### config.mk
export PLATFORM = sky130hd
export DESIGN_NAME = median3_moving_window_sum
export DESIGN_NICKNAME = d
export VERILOG_FILES = /design/src/m3ws_pkg.sv /design/src/m3ws_median.sv /design/src/m3ws_window.sv /design/src/median3_moving_window_sum.sv
export SDC_FILE = /design/constraint.sdc
export NUM_CORES = 2
export LEC_CHECK = 0
export BUFFER_PORTS_ARGS = -buffer_cell sky130_fd_sc_hd__buf_2
export CAP_MARGIN = 20
export CORE_ASPECT_RATIO = 1.2
export CORE_MARGIN = 2
export CORE_UTILIZATION = 40
export CTS_BUF_LIST = sky130_fd_sc_hd__clkbuf_16
export CTS_CLUSTER_SIZE = 10
export DETAILED_ROUTE_END_ITERATION = 10
export SYNTH_ARGS = -nofsm -noshare
export SYNTH_HDL_FRONTEND = slang
export SYNTH_SLANG_ARGS = --single-unit
### constraint.sdc
create_clock -name clk -period 16.03 [get_ports clk]
set_input_delay 1.603 -clock clk [delete_from_list [all_inputs] [get_ports clk]]
set_output_delay 1.603 -clock clk [all_outputs]
set_load 0.02 [all_outputs]
### src/m3ws_pkg.sv
`timescale 1ns / 1ps

package m3ws_pkg;

	localparam int SAMPLE_W         = 20;
	localparam int SUM_W            = 26;
	localparam int COUNT_W          = 6;
	localparam int MEDIAN_TAPS      = 3;
	localparam int WINDOW_DEPTH_DEF = 48;

	localparam logic [COUNT_W-1:0] COUNT_RESET = COUNT_W'(21);

	// window stage status towards the top level
	typedef struct packed {
		logic                ok;     // prefetched oldest entry lines up, item may enter
		logic [SUM_W-1:0]    sum;    // total after the present request
		logic                full;   // wrapped flag after the present request
	} win_res_t;

	// middle value of three
	function automatic logic [SAMPLE_W-1:0] mid3(
		input logic [SAMPLE_W-1:0] a,
		input logic [SAMPLE_W-1:0] b,
		input logic [SAMPLE_W-1:0] c
	);
		logic [SAMPLE_W-1:0] lo;
		logic [SAMPLE_W-1:0] hi;
		lo = (a < b) ? a : b;
		hi = (a < b) ? b : a;
		if (c <= lo) begin
			return lo;
		end else if (c >= hi) begin
			return hi;
		end
		return c;
	endfunction

endpackage

### src/m3ws_median.sv
`timescale 1ns / 1ps

module m3ws_median
	import m3ws_pkg::*;
(
	input  logic                clk,
	input  logic                arst_n,
	input  logic                adv,
	input  logic [SAMPLE_W-1:0] sample,
	output logic [SAMPLE_W-1:0] filt
);

	logic [SAMPLE_W-1:0] ring_q [MEDIAN_TAPS];
	logic [1:0]          pos_q;
	logic                primed_q;

	logic [1:0]          pos_eff;
	logic [1:0]          pos_nxt;
	logic                primed_nxt;
	logic [SAMPLE_W-1:0] ring_nxt [MEDIAN_TAPS];

	always_comb begin
		pos_eff    = (pos_q == 2'(MEDIAN_TAPS)) ? 2'd0 : pos_q;
		primed_nxt = primed_q;
		if (pos_eff == 2'(MEDIAN_TAPS - 1)) begin
			pos_nxt    = 2'd0;
			primed_nxt = 1'b1;
		end else begin
			pos_nxt = pos_eff + 2'd1;
		end
		for (int i = 0; i < MEDIAN_TAPS; i++) begin
			ring_nxt[i] = (pos_eff == 2'(i)) ? sample : ring_q[i];
		end
		filt = primed_nxt ? mid3(ring_nxt[0], ring_nxt[1], ring_nxt[2]) : sample;
	end

	always_ff @(posedge clk or negedge arst_n) begin
		if (!arst_n) begin
			for (int i = 0; i < MEDIAN_TAPS; i++) ring_q[i] <= '0;
			pos_q    <= 2'd0;
			primed_q <= 1'b0;
		end else if (adv) begin
			ring_q   <= ring_nxt;
			pos_q    <= pos_nxt;
			primed_q <= primed_nxt;
		end
	end

endmodule

### src/m3ws_window.sv
`timescale 1ns / 1ps

module m3ws_window
	import m3ws_pkg::*;
#(
	parameter int WINDOW_DEPTH = WINDOW_DEPTH_DEF
) (
	input  logic                clk,
	input  logic                arst_n,
	input  logic                adv,
	input  logic [SAMPLE_W-1:0] filt,
	input  logic [COUNT_W-1:0]  window_count,
	output win_res_t            res
);

	localparam int PW = $clog2(WINDOW_DEPTH);
	localparam int XW = (PW + 1 > COUNT_W) ? PW + 1 : COUNT_W;

	// {wrap, next index}
	function automatic logic [PW:0] step_idx(
		input logic [PW-1:0] p,
		input logic [XW-1:0] cnt
	);
		logic [XW-1:0] s;
		s = XW'(p) + XW'(1);
		if (s >= cnt) begin
			return {1'b1, PW'(0)};
		end
		return {1'b0, s[PW-1:0]};
	endfunction

	logic [SAMPLE_W-1:0] mem [WINDOW_DEPTH];
	logic [WINDOW_DEPTH-1:0] vld_q;

	logic [PW-1:0]       pos_q;
	logic [SUM_W-1:0]    total_q;
	logic                wrapped_q;

	// prefetch of the entry that the next request subtracts
	logic [PW-1:0]       rd_addr_q;
	logic [SAMPLE_W-1:0] rd_mem_q;
	logic                rd_vld_q;
	logic                rd_byp_q;
	logic [SAMPLE_W-1:0] rd_bypd_q;

	logic [XW-1:0]       cnt_eff;
	logic [PW:0]         step_cur;
	logic [PW-1:0]       nxt_cur;
	logic [PW-1:0]       pos_next;
	logic [PW:0]         step_pre;
	logic [PW-1:0]       rd_addr;
	logic [SAMPLE_W-1:0] rd_val;
	logic [SAMPLE_W-1:0] oldest;

	always_comb begin
		cnt_eff  = (XW'(window_count) < XW'(WINDOW_DEPTH)) ? XW'(window_count)
		                                                   : XW'(WINDOW_DEPTH);
		step_cur = step_idx(pos_q, cnt_eff);
		nxt_cur  = step_cur[PW-1:0];
		pos_next = adv ? nxt_cur : pos_q;
		step_pre = step_idx(pos_next, cnt_eff);
		rd_addr  = step_pre[PW-1:0];

		if (rd_byp_q) begin
			rd_val = rd_bypd_q;
		end else if (rd_vld_q) begin
			rd_val = rd_mem_q;
		end else begin
			rd_val = '0;
		end
		// ring of one: the fresh entry is its own oldest
		oldest = (nxt_cur == pos_q) ? filt : rd_val;

		res.ok   = (rd_addr_q == nxt_cur) || (nxt_cur == pos_q);
		res.sum  = total_q + SUM_W'(filt) - SUM_W'(oldest);
		res.full = wrapped_q | step_cur[PW];
	end

	always_ff @(posedge clk) begin
		if (adv) begin
			mem[pos_q] <= filt;
		end
		rd_mem_q  <= mem[rd_addr];
		rd_bypd_q <= filt;
	end

	always_ff @(posedge clk or negedge arst_n) begin
		if (!arst_n) begin
			vld_q     <= '0;
			pos_q     <= '0;
			total_q   <= '0;
			wrapped_q <= 1'b0;
			rd_addr_q <= '0;
			rd_vld_q  <= 1'b0;
			rd_byp_q  <= 1'b0;
		end else begin
			rd_addr_q <= rd_addr;
			rd_vld_q  <= vld_q[rd_addr];
			rd_byp_q  <= adv && (rd_addr == pos_q);
			if (adv) begin
				vld_q[pos_q] <= 1'b1;
				pos_q        <= nxt_cur;
				total_q      <= res.sum;
				wrapped_q    <= res.full;
			end
		end
	end

endmodule

### src/median3_moving_window_sum.sv
`timescale 1ns / 1ps

// Median-of-three filter over raw pressure samples, followed by a moving-window
// sum of the filtered samples. Each request on the input channel gives exactly
// one request on the output channel carrying the running sum, the filtered
// sample and the window_full flag, held in an output register. A fresh request
// enters every cycle while that register is free and the window prefetch lines
// up. The entry to be subtracted is prefetched from the ring memory into a
// register, so after reset, and after a window_count write that moves the
// prefetch, the input stalls while it is re-aimed. The median taps are reset
// directly; the window ring reads as zero after reset through per-entry valid
// bits, so there is no clearing pass. window_count is taken as
// min(window_count, WINDOW_DEPTH); the sum spans that figure minus one
// samples and wraps modulo 2^26. Write window_count only while idle.

module median3_moving_window_sum
	import m3ws_pkg::*;
#(
	parameter int WINDOW_DEPTH = WINDOW_DEPTH_DEF
) (
	input  logic                clk,
	input  logic                arst_n,
	input  logic                cfg_we,
	input  logic [COUNT_W-1:0]  cfg_wdata,
	input  logic                in_valid,
	output logic                in_ready,
	input  logic [SAMPLE_W-1:0] pressure_sample,
	output logic                out_valid,
	input  logic                out_ready,
	output logic [SUM_W-1:0]    window_sum,
	output logic [SAMPLE_W-1:0] filtered_sample,
	output logic                window_full
);

	logic [COUNT_W-1:0]  window_count_q;
	logic                out_valid_q;
	logic [SUM_W-1:0]    sum_q;
	logic [SAMPLE_W-1:0] filt_q;
	logic                full_q;

	logic                adv;
	logic [SAMPLE_W-1:0] filt;
	win_res_t            win;

	// output register frees up when empty or being drained this cycle
	assign in_ready = (!out_valid_q || out_ready) && win.ok;
	assign adv      = in_valid && in_ready;

	m3ws_median u_median (
		.clk    (clk),
		.arst_n (arst_n),
		.adv    (adv),
		.sample (pressure_sample),
		.filt   (filt)
	);

	m3ws_window #(
		.WINDOW_DEPTH (WINDOW_DEPTH)
	) u_window (
		.clk          (clk),
		.arst_n       (arst_n),
		.adv          (adv),
		.filt         (filt),
		.window_count (window_count_q),
		.res          (win)
	);

	always_ff @(posedge clk or negedge arst_n) begin
		if (!arst_n) begin
			window_count_q <= COUNT_RESET;
		end else if (cfg_we) begin
			window_count_q <= cfg_wdata;
		end
	end

	// result register
	always_ff @(posedge clk or negedge arst_n) begin
		if (!arst_n) begin
			out_valid_q <= 1'b0;
			full_q      <= 1'b0;
		end else begin
			if (adv) begin
				out_valid_q <= 1'b1;
				full_q      <= win.full;
			end else if (out_ready) begin
				out_valid_q <= 1'b0;
			end
		end
	end

	always_ff @(posedge clk) begin
		if (adv) begin
			sum_q  <= win.sum;
			filt_q <= filt;
		end
	end

	assign out_valid       = out_valid_q;
	assign window_sum      = sum_q;
	assign filtered_sample = filt_q;
	assign window_full     = full_q;

endmodule

==> Word level (Yosys, flattened, before mapping) <==
Memory sizes are Yosys's and may differ from the RTL's. A register that Yosys moved wholly into a read port is not among the register bits.
Index checks and enable logic that the tools add are counted.
{ "classes": {"n_addsub": 5, "order_cmp": 9, "n_eq_ne": 6, "muxes": 33, "n_bitwise": 2, "reduce_logical": 9} }
{ "op_table": {"columns": ["op", "count"], "rows": [
  ["2-to-1 mux 20 bit", 12],
  ["bitwise OR 48 bit", 1],
  ["adder 26 x 20 -> 26 bit", 1],
  ["subtractor 26 x 20 -> 26 bit", 1],
  ["2-to-1 mux 6 bit", 4],
  [">= comparator 20 bit", 1],
  ["less-or-equal comparator 20 bit", 1],
  ["less-than comparator 20 bit", 1],
  ["equality test 6 bit", 3],
  ["adder 6 x 1 -> 7 bit (second input constant)", 2],
  [">= comparator 7 bit", 2],
  ["less-than comparator 6 x 7 -> 1 bit (second input constant)", 2],
  ["2-to-1 mux 7 bit", 2],
  ["2-to-1 mux 1 bit", 11],
  ["binary-select mux 1 bit (select 6 bit)", 1],
  ["demux 1 bit (select 6 bit)", 1],
  [">= comparator 6 x 1 -> 1 bit (second input constant)", 1],
  ["less-than comparator 6 bit (second input constant)", 1],
  ["equality test 2 bit (second input constant)", 2],
  ["logical AND 1 bit", 4],
  ["2-to-1 mux 2 bit", 2],
  ["adder 2 x 1 -> 2 bit (second input constant)", 1],
  ["equality test 2 x 1 -> 1 bit (second input constant)", 1],
  ["zero test 2 bit", 1],
  ["4 further kinds", 5]
]} }
{ "totals": {"register_bits": 225, "ramBits": 960, "input_bits": 31, "out_inout_bits": 49, "wordCells": 82, "mem_count": 1} }
{ "mem_list": {"columns": ["name", "depth", "word_bits", "rd", "rd_ports_with_merged_regs", "wr", "line_no", "source"], "rows": [
  ["u_window.mem", 48, 20, 1, 1, 1, "m3ws_window.sv:32", "logic [SAMPLE_W-1:0] mem [WINDOW_DEPTH];"]
]} }

==> Longest topological paths before layout <==
{ "logic_depth": {"word_depth": 16, "mapped_depth": 49, "mapped_depth_nobuf": 42} }

==> Modules after synthesis <==
Synthesis repeated with hierarchy kept, for this count alone.
{ "unflattened": {"hier_cells": 4054, "area_unflattened_um2": 52257.6} }
{ "by_module_without_submodules": {"columns": ["module", "instances", "cells_each", "area_per_inst_um2", "seq_area_each_um2"], "rows": [
  ["m3ws_window", 1, 3419, 45038.2, 31855.6],
  ["m3ws_median", 1, 568, 5501.5, 1576.5],
  ["median3_moving_window_sum", 1, 67, 1717.9, 1585.3]
]} }

==> Least setup slack after synthesis <==
No wires, ideal clock.
{ "synth_path": {"path_kind": "input-to-reg", "start": "input port pressure_sample[2]", "end": "register sum_q[25] (netlist: window_sum[25]) (data pin)", "setup_ps": 260, "t_arrival_ps": 11985, "required_ps": 15770, "setup_slack_ps": 3785, "cell_stages": 40, "path_buffers": 4, "path_cell_list": "mux2_2 > ha_1 > o21a_1 > o211ai_1 > a211oi_1 > a2111o_1 > a211o_1 > buf_4 > buf_2 > buf_1 > clkbuf_1 > o21ai_0 > o21ai_0 > o21ai_0 > inv_1 > ha_1 > nand2b_1 > a21o_1 > [4 not listed] > a221oi_1 > nand2_1 > and3_1 > o21ai_0 > nand2_1 > o31ai_1 > fa_1 > ha_1 > a21oi_1 > o211ai_1 > a311o_1 > a21oi_1 > o31ai_1 > o41ai_1 > o2111ai_1 > a21oi_1 > xnor2_1 > xnor2_1"} }
{ "synth_rtl": {"columns": ["item", "line_no", "source"], "rows": [
  ["start: declaration", "median3_moving_window_sum.sv:27", "input logic [SAMPLE_W-1:0] pressure_sample,"],
  ["end signal: assignment", "median3_moving_window_sum.sv:93", "sum_q <= win.sum;"],
  ["end: declaration", "median3_moving_window_sum.sv:37", "logic [SUM_W-1:0] sum_q;"]
]} }

==> Worst setup path in the final report <==
{ "layout_path": {"start": "register u_window.pos_q[0]", "end": "register u_window.rd_mem_q[17] (read register of u_window.mem)"} }
{ "layout_between": {"elab_chain_len": 13} }
{ "layout_lines": {"columns": ["item", "line_no", "source"], "rows": [
  ["start: declaration", "m3ws_window.sv:35", "logic [PW-1:0] pos_q;"],
  ["start signal: assignment", "m3ws_window.sv:102", "pos_q <= nxt_cur;"],
  ["adder 6 x 1 -> 7 bit", "m3ws_window.sv:25", "s = XW'(p) + XW'(1);"],
  [">= comparator 7 bit", "m3ws_window.sv:26", "if (s >= cnt) begin"],
  ["2-to-1 mux 1 bit", "m3ws_window.sv:26", null],
  ["2-to-1 mux 7 bit", "m3ws_window.sv:29", "return {1'b0, s[PW-1:0]};"],
  ["equality test 6 bit", "m3ws_window.sv:74", "res.ok = (rd_addr_q == nxt_cur) || (nxt_cur == pos_q);"],
  ["logical OR 1 bit", "m3ws_window.sv:74", null],
  ["logical AND 1 bit", "median3_moving_window_sum.sv:46", "assign in_ready = (!out_valid_q || out_ready) && win.ok;"],
  ["logical AND 1 bit", "median3_moving_window_sum.sv:47", "assign adv = in_valid && in_ready;"],
  ["2-to-1 mux 6 bit *", null, null],
  ["adder 6 x 1 -> 7 bit *", "m3ws_window.sv:25", null],
  [">= comparator 7 bit", "m3ws_window.sv:26", null],
  ["2-to-1 mux 1 bit", "m3ws_window.sv:26", null],
  ["2-to-1 mux 6 bit *", "m3ws_window.sv:29", null],
  ["end: declaration", "m3ws_window.sv:41", "logic [SAMPLE_W-1:0] rd_mem_q;"]
]} }
Every way passes the cells marked *; elsewhere a longest branch is shown, timed or not.
A chain may end at the register's enable or synchronous reset.

==> summary.txt <==
Clock network
  • Hold_buf cts: 0
  • CTS Buf Count: 141
  • CTS tree: built
  • Clock slew at reported path FFs: 60 ps
  • Clock root buffer: clkbuf_16
  • H-tree levels: 4
  • Num Clock Sinks: 1205
  • Post-CTS sizing: 0
  • Clk Latency, worst-skew pair: 780 ps
  • Clk buf depth: 3
  • Post-CTS setup buffer count: 0

Yosys
  • Mapped Cells: 4174
  • Mapped Nets: 4320
  • Number of synthesized flops with an enable pin: 1006
  • Ys async rst share: 13.2%
  • Most used DFF post-synth: edfxtp_1
  • Mapped Area: 53200 sq um
  • Post-Syn Area per Cell: 12.7 sq um
  • Synth cell types: 86
  • Yosys warns: 0
  • Synth Register Bits: 1205
  • Sequential share of the synthesized area: 65.8%

Worst setup path
  • Critical path type: reg -> reg
  • RR Startpoint: u_window.pos_q[0]$_DFF_PN0_
  • WP data arrival: 13630 ps
  • CP endpoint kind: flip-flop
  • Critical Path Source Type: flip-flop
  • CP required: 16690 ps
  • Delay of the slowest critical-path stage: 980 ps
  • Crit path from: u_window.pos_q[0]$_DFF_PN0_
  • Crit path max fanout: 78
  • Worst path slowest cell: or4_1
  • CP most frequent cell: ha_1
  • Worst reg2reg path depth: 30
  • RR Endpoint: u_window.rd_mem_q[17]$_DFF_P_
  • R2R Setup Slk: 3060 ps

Worst hold path
  • Min-delay src: u_window.vld_q[41]$_DFFE_PN0P_
  • Hold Crit Class: reg -> reg
  • Hold endpoint: u_window.vld_q[41]$_DFFE_PN0P_
  • WHS Path Cells: 1

Timing
  • Clk_skew: 44.9 ps
  • Max Freq: 77.1 MHz
  • RSZ-0062 raised after global routing: false
  • Max-slew violations: 0
  • Min Hold Slack: 458 ps
  • Total Neg Setup Slack: 0 ps
  • # setup viols final: 0
  • Worst slew pin tran: 1100 ps
  • Hold Violations, Final: 0
  • Final worst-path cycle share: 80.9%
  • Final Critical Period: 12970 ps
  • Worst slew margin: 25.7%

Route
  • Final wirelength: 168000 um
  • DRT iter0 DRCs: 4263
  • DR DRC count: 0
  • Routed via count: 36300
  • Drt via density: 5.94
  • Antenna Nets Post-Route: 0
  • Drt pass-1 iters: 5
  • Routed WL per cell: 27.6 um

Global routing
  • Largest net degree at the start of global routing: 107
  • Gr ovfl total: 0
  • Initial antenna violation count: 6
  • First-pass GRT wire length: 244000 um
  • Total GRT Usage: 24.5%
  • Vias in the first global route: 35000

Cells and area
  • Final net count: 4400
  • Syn-to-layout area delta: 13.4%
  • Most frequent cells in the layout: edfxtp_1 (1006), nand2_1 (500), a21oi_1 (296)
  • Commonest non-fill, non-tap cell in the layout: edfxtp_1
  • Fillers: 11700
  • Fraction of layout cells with a size suffix above 1: 14.3%

Die
  • Cell Rows: 146
  • DIE HEIGHT: 403 um
  • Starting Density: 40.3%
  • Die area: 136000 sq um
  • Core area: 132000 sq um
  • Chip width: 337 um
  • Ports: 80

Placed design
  • Port buffer count: 79
  • Post-DP HPWL: 103000 um
  • RePlAce Congestion: 0.937

Run status
  • Status: completed

Flow run
  • Max-cap violations: 0
state kept, by name, indices dropped and copies added (netlist names), 20 cells and up:
register and count:
window_sum 26, u_window.rd_mem_q 20, filtered_sample 20, u_window.rd_bypd_q 20
u_window.total_q 26, u_window.vld_q 48, u_median.ring_q 60, u_window.mem 960
critical path: cells and delay by family, from the launching register on:
kind            cells  cell delay, ps
xor+xnor            1             460
compound gates     10            3870
buf+inv             5            2620
flops               1             820
simple gates        8            3020
fa+ha+maj           4            1320
mux                 2             410
cells in the mapped netlist (20+ instances only):
cell	number	area share, %
nand2_1	503	3.5
nand3_1	159	1.5
o311a_1	20	0.38
a221oi_1	60	0.99
ha_1	95	2.2
mux2_2	67	1.4
or2_2	60	0.71
dfrtp_1	156	7.3
o221ai_1	40	0.66
o211ai_1	49	0.69
o21ai_0	196	1.8
inv_1	132	0.93
a211oi_1	31	0.44
fa_1	20	0.75
mux2i_1	138	2.6
or3_1	25	0.29
nor3_1	44	0.41
o22a_1	38	0.63
a21oi_1	299	2.8
clkbuf_1	179	1.3
edfxtp_1	1006	57
nor2_1	181	1.3
xnor2_1	33	0.54
buf_2	55	0.52
dfxtp_1	40	1.5
buf_1	44	0.31
a221o_1	46	0.87
o22ai_1	72	0.85
o21a_1	21	0.30
a21o_1	29	0.41
nor4_1	28	0.33
worst max path at each step:
stage	end	slack (ps)	depth (start not counted)
2_1_floorplan	window_sum[25]$_DFFE_PP_	3790	40
3_3_place_gp	u_window.rd_mem_q[17]$_DFF_P_	3290	30
3_5_place_dp	u_window.rd_mem_q[17]$_DFF_P_	3330	30
4_1_cts	u_window.rd_mem_q[17]$_DFF_P_	3260	30
5_1_grt	u_window.rd_mem_q[17]$_DFF_P_	2660	30
6_report	u_window.rd_mem_q[17]$_DFF_P_	3060	30
metal layers:
| layer | track usage [%] | wire length [um] | up-vias |
|---|---|---|---|
| li1 | - | - | 16100 |
| met1 | 31.7 | 66800 | 18200 |
| met2 | 40.2 | 80900 | 1607 |
| met3 | 3.78 | 11800 | 357 |
| met4 | 12.2 | 9030 | 4 |
| met5 | 0 | 29 | - |
area by class of cell:
class,instances,area (sq um),share of cell area [%]
Multi-Input combinational cell,2549,17000,28.1
Tap cell,1776,2220,3.68
Clock buffer,142,3550,5.89
Inverter,139,534,0.886
Sequential cell,1205,35000,58.0
Timing Repair Buffer,218,1480,2.46
Clock inverter,76,567,0.939
Antenna cell,3,7.51,0.0124
kinds of logic (layout without fill, tap and decap cells):
group	count (synthesis)	after routing	synth area share, %
adder cells (fa/ha/maj)	115	115	2.99
buffers and inverters	420	575	3.11
AND/OR/NAND/NOR	1105	1105	9.48
AO/OA/AOI/OAI	1076	1076	13.6
flip-flops	1205	1205	65.8
other	0	3	0
XOR/XNOR	41	41	0.701
multiplexers	212	212	4.28
per-stage QoR:
step	utilization (%)	cell area, sq um	setup WS [ps]	std cells
3_5_place_dp	42.6	56200	3330	5887
4_1_cts	45.7	60300	3260	6105
2_1_floorplan	-	53200	3790	4174
6_report	45.7	60300	3060	6108
3_3_place_gp	42.5	56200	3290	5886
5_1_grt	45.7	60300	2660	6107
Power is not shown: default switching activity piles up to over one toggle a cycle in this logic, so the estimate is an artifact.
